[config.mk]
export PLATFORM = sky130hd
export DESIGN_NAME = lts_ctrl
export DESIGN_NICKNAME = d
export VERILOG_FILES = /design/src/rtl/lts_pkg.sv /design/src/rtl/lts_ctrl.sv
export SDC_FILE = /design/constraint.sdc
export NUM_CORES = 1
export LEC_CHECK = 0
export ABC_AREA = 0
export ABC_CLOCK_PERIOD_IN_PS = 1090
export BUFFER_PORTS_ARGS = -buffer_cell sky130_fd_sc_hd__buf_2
export CORE_AREA = 2 2 39 41
export CTS_CLUSTER_SIZE = 24
export DETAILED_ROUTE_END_ITERATION = 7
export DIE_AREA = 0 0 41 43
export PLACE_DENSITY_LB_ADDON = 0.05
export SYNTH_ARGS = -nofsm -noshare
export SYNTH_HDL_FRONTEND = slang
export SYNTH_SLANG_ARGS = --single-unit
export TNS_END_PERCENT = 20
[constraint.sdc]
create_clock -name clock -period 1.09 [get_ports clock]
set_input_delay 0.1635 -clock clock [delete_from_list [all_inputs] [get_ports clock]]
set_output_delay 0.1635 -clock clock [all_outputs]
set_load 0.02 [all_outputs]
[src/rtl/lts_pkg.sv]
// Shared types and constants for the LIS length tails search block.
// Used by lts_ctrl, lts_dp and lis_length_tails_search; depends on nothing.
package lts_pkg;

   // Tails store depth and the widths that follow from it
   localparam int MAX_LEN    = 1024;
   localparam int ADDR_W     = $clog2(MAX_LEN);
   localparam int LEN_W      = $clog2(MAX_LEN + 1);
   localparam int VALUE_W    = 32;
   localparam int LIS_LEN_W  = 11;

   // Controller states
   typedef enum logic [2:0] {
      ST_IDLE,
      ST_LAST_RD,
      ST_LAST_CMP,
      ST_SEARCH,
      ST_DONE
   } state_type;

   // Commands from the controller to the datapath
   typedef struct packed {
      logic load;      // latch the input transaction, clear on first
      logic rd_last;   // read the last tail, open the search window
      logic step;      // one binary search step on the returned tail
      logic append;    // write value after the last tail, grow length
      logic set_ovf;   // mark a dropped append
      logic publish;   // load the result register
   } cmd_type;

   // Status from the datapath to the controller
   typedef struct packed {
      logic empty;     // no tails stored
      logic full;      // length at MAX_LEN
      logic above;     // value above the tail just read
      logic conv;      // search window closes on this step
      logic rsp_busy;  // result register holds an untaken transaction
   } status_type;

endpackage

[src/rtl/lts_ctrl.sv]
// Controller state machine for the LIS length tails search block.
// Depends on lts_pkg; drives commands into lts_dp.
module lts_ctrl import lts_pkg::*; (
   input  logic       clock,
   input  logic       reset,
   input  logic       req_valid,
   output logic       req_stall,
   input  status_type status,
   output cmd_type    cmd,
   output state_type  state
);

   state_type state_ff, state_in;

   // Hold the current state
   always_ff @(posedge clock) begin
      if (reset) begin
         state_ff <= ST_IDLE;
      end else begin
         state_ff <= state_in;
      end
   end

   // Advance through load, last-tail check, search and result
   always_comb begin
      state_in = state_ff;
      case (state_ff)
         ST_IDLE: begin
            if (req_valid) begin
               state_in = ST_LAST_RD;
            end
         end
         ST_LAST_RD: begin
            if (status.empty) begin
               state_in = ST_DONE;
            end else begin
               state_in = ST_LAST_CMP;
            end
         end
         ST_LAST_CMP: begin
            if (status.above || status.conv) begin
               state_in = ST_DONE;
            end else begin
               state_in = ST_SEARCH;
            end
         end
         ST_SEARCH: begin
            if (status.conv) begin
               state_in = ST_DONE;
            end
         end
         ST_DONE: begin
            if (!status.rsp_busy) begin
               state_in = ST_IDLE;
            end
         end
         default: state_in = ST_IDLE;
      endcase
   end

   // Drive commands for the current state
   always_comb begin
      cmd       = '0;
      req_stall = 1'b1;
      case (state_ff)
         ST_IDLE: begin
            req_stall = 1'b0;
            cmd.load  = req_valid;
         end
         ST_LAST_RD: begin
            if (status.empty) begin
               cmd.append = 1'b1;
            end else begin
               cmd.rd_last = 1'b1;
            end
         end
         ST_LAST_CMP: begin
            if (status.above) begin
               cmd.append  = !status.full;
               cmd.set_ovf = status.full;
            end else begin
               cmd.step = 1'b1;
            end
         end
         ST_SEARCH: begin
            cmd.step = 1'b1;
         end
         ST_DONE: begin
            cmd.publish = !status.rsp_busy;
         end
         default: begin
            cmd = '0;
         end
      endcase
   end

   assign state = state_ff;

endmodule

==> results of run 1 <==
## worst max-delay path, delay by kind of cell, from the launching register on
kind          cells  cell delay [ps]
buf+inv           2              320
flops             1              340
simple gates      1              290
## cells in the mapped netlist (all sizes together), types with 2 or more instances
library cell,n
a21oi,2
buf,3
dfxtp,3
inv,2
nand2b,2
nand3,2
nor2,4
nor3,3
nor4b,2
## kinds of logic (layout without fill, tap and decap cells)
| kind of cell | after synthesis | after routing |
|---|---|---|
| compound gates | 6 | 6 |
| simple gates | 17 | 17 |
| flops | 3 | 3 |
| buf+inv | 5 | 32 |
## power groups by stage
stage               clock [mW]  sequential (mW)  combinational [mW]
finish                   0.194            0.126               0.181
floorplan                    0            0.131              0.0946
global route             0.218            0.126               0.194
CTS                      0.208            0.126               0.181
global placement             0            0.131               0.156
detailed placement           0            0.131               0.157
## layer usage
layer,wire length [µm],global-route usage [%]
met1,331,13.4
met2,376,14.7
met3,56,1.57
met4,0,10.0
met5,0,0
## worst paths after layout
path | cells past startpoint | to | slack [ps] | from
hold / removal | 2 | state[2] | 100 | reset
hold reg to reg | 2 | state[0] | 580 | state[2]
setup / recovery | 3 | cmd[4] | -260 | state[2]
setup reg to reg | 4 | state[1] | 10 | state[2]
## per-stage QoR
step	util [%]	hold WS [ps]	total power, mW	cells	setup WS (ps)
after floorplan	-	225	0.226	31	-166
after global placement	29.9	353	0.287	65	-112
after detailed placement	29.9	347	0.287	65	-140
after CTS	36.9	96.7	0.514	74	-276
after global routing	37.3	109	0.539	74	-311
final	37.3	105	0.500	74	-255
## what timing repair did
item                       in CTS  in global routing
setup buffers                   5                  0
gates cloned                    0                  0
setup endpoints to repair       9                 10
resized for setup               8                  2
pin swaps                       3                  1
## final cells by class
type                            count  area share, %
Timing Repair Buffer               26           40.5
Multi-Input combinational cell     23           36.2
Sequential cell                     3           12.9
Clock buffer                        4           5.10
Tap cell                           16           3.88
Inverter                            2           1.46
==> run summary, run 1 <==
Die Y -> 43 µm
Area contributors post-synth -> dfxtp_1 (22%), buf_6 (13%), nor4b_4 (8.8%)
CP max stage delay -> 340 ps
Multiplexer share of the synthesized area -> 0%
Power Dens Cells -> 970 nW/µm²
Vias -> 309
Syn Area/Cell -> 8.68 µm²
DIE WIDTH -> 41 µm
Post-synth top area share -> 22.3%
DR iter-0 viols -> 3
Final Cell Area -> 515 µm²
Starting Density -> 19.4%
Final setup violation count -> 7
Core area -> 1380 µm²
Clock sinks -> 3
Clock power frac -> 38.7%
Setup Skew -> 4.75 ps
Post-Route WL -> 765 µm
Worst path cell trace -> buf_12 > nor4b_4 > buf_4
Final worst slack -> -255 ps
Placed cell areas -> 414 µm²
Total GRT Usage -> 10.7%
Largest net degree at the start of global routing -> 10
Share of power burned in registers -> 25.1%
Ys flop type -> dfxtp_1
Htree depth -> 1
Reg area -> 66.3 µm²
Syn nets -> 39
Drt pass-1 iters -> 2
Vias in the first global route -> 320
TritonCTS Buffers -> 3
Die area -> 1760 µm²
CTS tree -> built
Number of fill cells in the layout -> 148
Dpl hpwl -> 589 µm
Setup_tns -> -1540 ps
# IOs -> 18
Kind of critical path -> reg -> out
DR DRC count -> 0
FP Rows -> 14
Switching Share -> 30.2%
Endpoint type of the worst setup path -> output port
Commonest cells after routing, fill and taps aside -> buf_2 (11), buf_4 (11), clkbuf_4 (3), buf_12 (3)
Placer Congestion -> 0.674
I/O Buffers -> 17
Layout area overhead -> 91.6%
Worst path slowest cell -> dfxtp_2
Least-Margin Pin Slew -> 228 ps
Initial antenna violation count -> 0
Type of the most critical hold path -> in -> reg
Vias/cell -> 4.18
Simple-gate share of the synthesized area -> 46.5%
Seq/Total Area, Yosys -> 22.3%
Synth area leader -> dfxtp_1
Arr. time, crit path -> 1180 ps
Max frequency -> 0.743 GHz
Slew headroom -> 84.7%
Multi-input logic area -> 186 µm²
CP required -> 930 ps
Post-Synth XOR/XNOR Area -> 0%
Yosys reg bits -> 3
Status -> finished, violations left
Startpoint Class -> register
Internal power -> 349 µW
Clock latency on the worst-skew pair -> 230 ps
Unrepaired setup endpoints after global routing -> yes
Worst-path fanout max -> 6
Clock Tree Buf Depth -> 2
Final ANT Viol Nets -> 0
Cells after Synth -> 31
Hold Fails Final Rpt -> 0
Final Cycle Share -> 123%
Mapped cell area -> 269 µm²
Failing checks -> setup timing
Post-synthesis adder-cell area fraction -> 0%
First-pass GRT wire length -> 1250 µm
Share of cells above drive strength 1 -> 67.2%
Switching Power -> 151 µW
Library cells used by synthesis -> 19
Compound-gate portion of the synthesized area -> 15.8%
Maximum vdd drop -> 0.000444 V
Max Cap Viol -> 0
Logic pwr share -> 36.2%
Final max-slew violation count -> 0
Max FFs per register -> 3
Async S/R FF share, synth -> 0%
Cell leakage power -> 0.251 nW
Nets -> 67
Final min period -> 1350 ps
Synth warn -> 0
Hold-fix buffers, CTS -> 0
Ant. Diodes -> 0
CTS Root Cell -> clkbuf_4
Total grt overflow -> 0
Clk slew on worst S/H paths -> 40 ps
Routed len/inst -> 10.3 µm
EDFF count, synth -> 0
Main combinational cell family by area after synthesis -> simple AND/OR/NAND/NOR gates
Note: power is estimated with default switching activity, not from simulation.
==> run 2, diff against run 1 <==
--- a/config.mk
+++ b/config.mk
@@ -13,7 +13,8 @@
 export DETAILED_ROUTE_END_ITERATION = 7
 export DIE_AREA = 0 0 41 43
 export PLACE_DENSITY_LB_ADDON = 0.05
+export SKIP_CTS_REPAIR_TIMING = 1
 export SYNTH_ARGS = -nofsm -noshare
 export SYNTH_HDL_FRONTEND = slang
 export SYNTH_SLANG_ARGS = --single-unit
-export TNS_END_PERCENT = 20
+export TNS_END_PERCENT = 100
==> run 2 against run 1 <==
The flow still finishes with violations (setup timing). Worst hold slack better by 3.1 ps. First-iteration DRC count is 33% higher. Clock-buffer cell count stayed put. Design area is 11% higher. Non-clock buffer count is 1 higher. Register-to-register slack worse by 90 ps. Setup slack better by 5.4 ps. Sequential cell count stayed put. Critical endpoint is now cmd[5]. Largest power group is now combinational logic.
==> run summary, run 2 (synthesis results as in run 1) <==
Startpoint Class -> register
Routed len/inst -> 11.9 µm (+16%)
Arr. time, crit path -> 1180 ps (about the same)
GRT met1 Usage -> 13.4% (unchanged)
Total GRT Usage -> 10.3% (-0.40 points)
Worst-path fanout max -> 7 (+1)
Initial antenna violation count -> 0 (unchanged)
Vias in the first global route -> 295 (-7.8%)
Crit path buf inv count -> 1 (-1)
GR Util met2 -> 14.4% (-0.31 points)
Commonest non-fill, non-tap cell in the layout -> buf_4
Share of cells above drive strength 1 -> 81.4% (+14 points)
Die Y -> 43 µm (unchanged)
Worst path slowest cell -> or3_4
Layout area overhead -> 113%
CP required -> 930 ps (about the same)
FP Rows -> 14 (unchanged)
# IOs -> 18 (unchanged)
Final min period -> 1340 ps (-5.44 ps)
Power Dens Cells -> 924 nW/µm² (-4.7%)
Setup Skew -> 5.48 ps (+0.731 ps)
Drt pass-1 iters -> 2 (unchanged)
Kind of critical path -> reg -> out
Vias/cell -> 4.43 (+6.0%)
Post-Route WL -> 896 µm (+17%)
Placer Congestion -> 0.656 (-2.7%)
DR iter-0 viols -> 4 (+1)
Final Cycle Share -> 123% (-0.50 points)
Commonest cells after routing, fill and taps aside -> buf_4 (12), buf_2 (9), buf_6 (6)
Ant. Diodes -> 0 (unchanged)
Least-Margin Pin Slew -> 219 ps (-9.43 ps)
R2R depth -> 5 (+1)
Vias -> 332 (+7.4%)
Die area -> 1760 µm² (unchanged)
WP depth -> 3 (unchanged)
CTS tree -> built
Max frequency -> 0.746 GHz (+0.41%)
Worst path cell trace -> or3_4 > nor2_4 > buf_6
Starting Density -> 19.4% (unchanged)
Final max-slew violation count -> 0 (unchanged)
Max FFs per register -> 3 (unchanged)
Crit-path leading delay family -> simple AND/OR/NAND/NOR gates
Nets -> 68 (+1.5%)
I/O Buffers -> 17 (unchanged)
Failing checks -> setup timing
Grt peak-use layer -> met2
Clk slew on worst S/H paths -> 40 ps (about the same)
Unrepaired setup endpoints after global routing -> yes
CP max stage delay -> 380 ps (+40 ps)
Pwr Total -> 530 µW (+5.9%)
WHS Path Cells -> 2 (unchanged)
Largest net degree at the start of global routing -> 11 (+1)
Endpoint type of the worst setup path -> output port
Clock latency on the worst-skew pair -> 240 ps (about the same)
CTS Root Cell -> clkbuf_4
Final setup violation count -> 9 (+2)
Final worst slack -> -250 ps (+5.44 ps)
Slew headroom -> 85.4% (+0.63 points)
Core area -> 1380 µm² (unchanged)
DIE WIDTH -> 41 µm (unchanged)
Met3 usage -> 6.28% (+4.7 points)
Maximum vdd drop -> 0.000836 V (+88%)
First-pass GRT wire length -> 1220 µm (-2.2%)
DR DRC count -> 0 (unchanged)
Status -> finished, violations left
Max Cap Viol -> 0 (unchanged)
Layout Utilization -> 41.4% (+4.2 points)
TritonCTS Buffers -> 3 (unchanged)
Type of the most critical hold path -> in -> reg
Htree depth -> 1 (unchanged)
Hold Fails Final Rpt -> 0 (unchanged)
Number of fill cells in the layout -> 144 (-2.7%)
Total grt overflow -> 0 (unchanged)
Clock Tree Buf Depth -> 2 (unchanged)
Cell leakage power -> 0.264 nW (+4.9%)
Final ANT Viol Nets -> 0 (unchanged)
Clock sinks -> 3 (unchanged)
==> run 2: worst reg2reg max path, delay by kind of cell (launching register included) <==
family,cells,cell delay (ps)
DFF,1,380
buffers and inverters,2,230
AOI/OAI and AO/OA,2,220
and+or+nand+nor,1,220
==> run 2: power by group <==
group / internal [mW] / switching [mW]
clock network: 0.138 / 0.0638
logic: 0.105 / 0.0987
registers: 0.115 / 0.00936
total: 0.358 / 0.172
==> run 2: per-stage QoR <==
step	TNS, ps	hold slack [ps]	worst slack [ps]	cell area [µm²]	std cells
final	-1510	108	-250	573	75
after global routing	-1930	113	-293	573	75
after CTS	-1680	102	-324	460	73
after detailed placement	-63.0	356	-63.0	434	69
after global placement	-58.5	341	-58.5	434	69
after floorplan	-250	225	-166	303	31
==> run 2: layout make-up <==
type / count / area, µm² / share of cell area, %
timing repair buffer: 27 / 203 / 35.4
clock buffer: 4 / 26.3 / 4.59
sequential: 3 / 68.8 / 12.0
inverter: 2 / 7.51 / 1.31
multi-input combinational: 23 / 248 / 43.2
tap: 16 / 20.0 / 3.49
==> run 2: final timing paths <==
path	slack, ps	start	to
worst max-delay path	-250	state[0]	cmd[5]
worst min-delay path	110	reset	state[2]
worst max register to register	-80	state[1]	state[2]
worst min register to register	600	state[2]	state[0]
==> run 2: metal layers <==
| layer | share of wire [%] | vias to the layer above |
|---|---|---|
| li1 | - | 171 |
| met1 | 41 | 153 |
| met2 | 53 | 8 |
| met3 | 5.6 | 0 |
| met4 | 0 | 0 |
| met5 | 0 | - |
==> run 3, diff against run 2 <==
--- a/config.mk
+++ b/config.mk
@@ -9,6 +9,7 @@
 export ABC_CLOCK_PERIOD_IN_PS = 1090
 export BUFFER_PORTS_ARGS = -buffer_cell sky130_fd_sc_hd__buf_2
 export CORE_AREA = 2 2 39 41
+export CTS_BUF_LIST = sky130_fd_sc_hd__clkbuf_4 sky130_fd_sc_hd__clkbuf_8
 export CTS_CLUSTER_SIZE = 24
 export DETAILED_ROUTE_END_ITERATION = 7
 export DIE_AREA = 0 0 41 43
==> run 3 against run 2 <==
The flow still finishes with violations (setup timing). Clock skew hardly changed. Fmax hardly changed. Via count is 0.90% lower. Largest power group is now the clock network.
==> run summary, run 3 (synthesis results as in run 1) <==
Status -> finished, violations left
Failing checks -> setup timing
CP required -> 930 ps (about the same)
Starting Density -> 19.4% (unchanged)
Post-place setup slack -> -63.0 ps (unchanged)
Die area -> 1760 µm² (unchanged)
Setup_tns -> -1500 ps (+6.69 ps)
Vias/cell -> 4.39 (-0.90%)
Clock latency on the worst-skew pair -> 240 ps (about the same)
Arr. time, crit path -> 1180 ps (about the same)
Post-Route WL -> 893 µm (-0.33%)
I/O Buffers -> 17 (unchanged)
Die Y -> 43 µm (unchanged)
Share of cells above drive strength 1 -> 83.1% (+1.7 points)
DIE WIDTH -> 41 µm (unchanged)
Worst-path fanout max -> 7 (unchanged)
Cell leakage power -> 0.267 nW (+1.3%)
Routed len/inst -> 11.9 µm (-0.33%)
Clk slew on worst S/H paths -> 40 ps (about the same)
DR DRC count -> 0 (unchanged)
Placer Congestion -> 0.656 (unchanged)
Initial antenna violation count -> 0 (unchanged)
Type of the most critical hold path -> in -> reg
Layout Utilization -> 41.7% (+0.27 points)
Slew headroom -> 85.4% (unchanged)
Startpoint Class -> register
Power Dens Cells -> 960 nW/µm² (+3.8%)
Pwr Total -> 554 µW (+4.5%)
Hold Fails Final Rpt -> 0 (unchanged)
# IOs -> 18 (unchanged)
Max Cap Viol -> 0 (unchanged)
Unrepaired setup endpoints after global routing -> yes
Commonest non-fill, non-tap cell in the layout -> buf_4
Placed cells -> 69 (unchanged)
Least-Margin Pin Slew -> 219 ps (unchanged)
Total grt overflow -> 0 (unchanged)
Placed cell areas -> 434 µm² (unchanged)
Nets -> 68 (unchanged)
Vias in the first global route -> 295 (unchanged)
Final max-slew violation count -> 0 (unchanged)
Final worst slack -> -249 ps (+0.764 ps)
Final Cycle Share -> 123% (about the same)
First-pass GRT wire length -> 1220 µm (unchanged)
Max frequency -> 0.747 GHz (about the same)
Maximum vdd drop -> 0.000957 V (+14%)
Largest net degree at the start of global routing -> 11 (unchanged)
Post-Layout Cell Count -> 75 (unchanged)
Hold slack -> 109 ps (+0.764 ps)
Total GRT Usage -> 10.3% (unchanged)
Layout area overhead -> 114%
CTS tree -> built
Clock Tree Buf Depth -> 2 (unchanged)
Final min period -> 1340 ps (-0.764 ps)
Commonest cells after routing, fill and taps aside -> buf_4 (12), buf_2 (9), buf_6 (6)
Worst path cell trace -> or3_4 > nor2_4 > buf_6
CP max stage delay -> 380 ps (about the same)
TritonCTS Buffers -> 3 (unchanged)
Htree depth -> 1 (unchanged)
Core area -> 1380 µm² (unchanged)
Vias -> 329 (-0.90%)
Max FFs per register -> 3 (unchanged)
Endpoint type of the worst setup path -> output port
Ant. Diodes -> 0 (unchanged)
FP Rows -> 14 (unchanged)
CTS Root Cell -> clkbuf_4
Final Cell Area -> 577 µm² (+0.65%)
Setup Skew -> 5.62 ps (+0.141 ps)
Clock sinks -> 3 (unchanged)
Worst path slowest cell -> or3_4
Kind of critical path -> reg -> out
Final ANT Viol Nets -> 0 (unchanged)
Drt pass-1 iters -> 2 (unchanged)
DR iter-0 viols -> 4 (unchanged)
Final setup violation count -> 9 (unchanged)
==> run 3: cell counts in the layout (fill, tap and decap cells not counted) <==
Identical to the previous run, type by type.
==> run 3: worst max-delay path, delay by kind of cell (launching register included) <==
family | cells | cell delay [ps]
AND/OR/NAND/NOR | 2 | 470
buffers and inverters | 1 | 110
flip-flops | 1 | 360
==> run 3: worst paths after layout <==
| kind | slack [ps] | cells past startpoint | start | endpoint |
|---|---|---|---|---|
| hold reg to reg | 600 | 2 | state[2] | state[0] |
| setup reg to reg | -80 | 5 | state[1] | state[2] |
| hold / removal | 110 | 2 | reset | state[2] |
| setup / recovery | -250 | 3 | state[0] | cmd[5] |
==> run 3: cell type report <==
type | instances | area, µm²
fill | 145 | 807
multi-input combinational | 23 | 248
timing repair buffer | 27 | 203
sequential | 3 | 68.8
clock buffer | 4 | 30.0
tap | 16 | 20.0
inverter | 2 | 7.51
==> run 3: report_power, final <==
group / total (mW) / internal [mW] / switching (mW) / leakage, nW
sequential: 0.125 / 0.115 / 0.00936 / 0.0264
combinational: 0.204 / 0.105 / 0.0987 / 0.222
clock: 0.225 / 0.162 / 0.0629 / 0.0184
total: 0.554 / 0.383 / 0.171 / 0.267
==> run 3: routing by layer <==
layer | GRT usage [%] | part of all wire, % | vias up | wire [µm]
met4 | 2.00 | 0 | 0 | 0
li1 | - | - | 170 | -
met1 | 13.4 | 41 | 151 | 366
met2 | 14.4 | 53 | 8 | 476
met3 | 6.28 | 5.6 | 0 | 50
met5 | 0 | 0 | - | 0
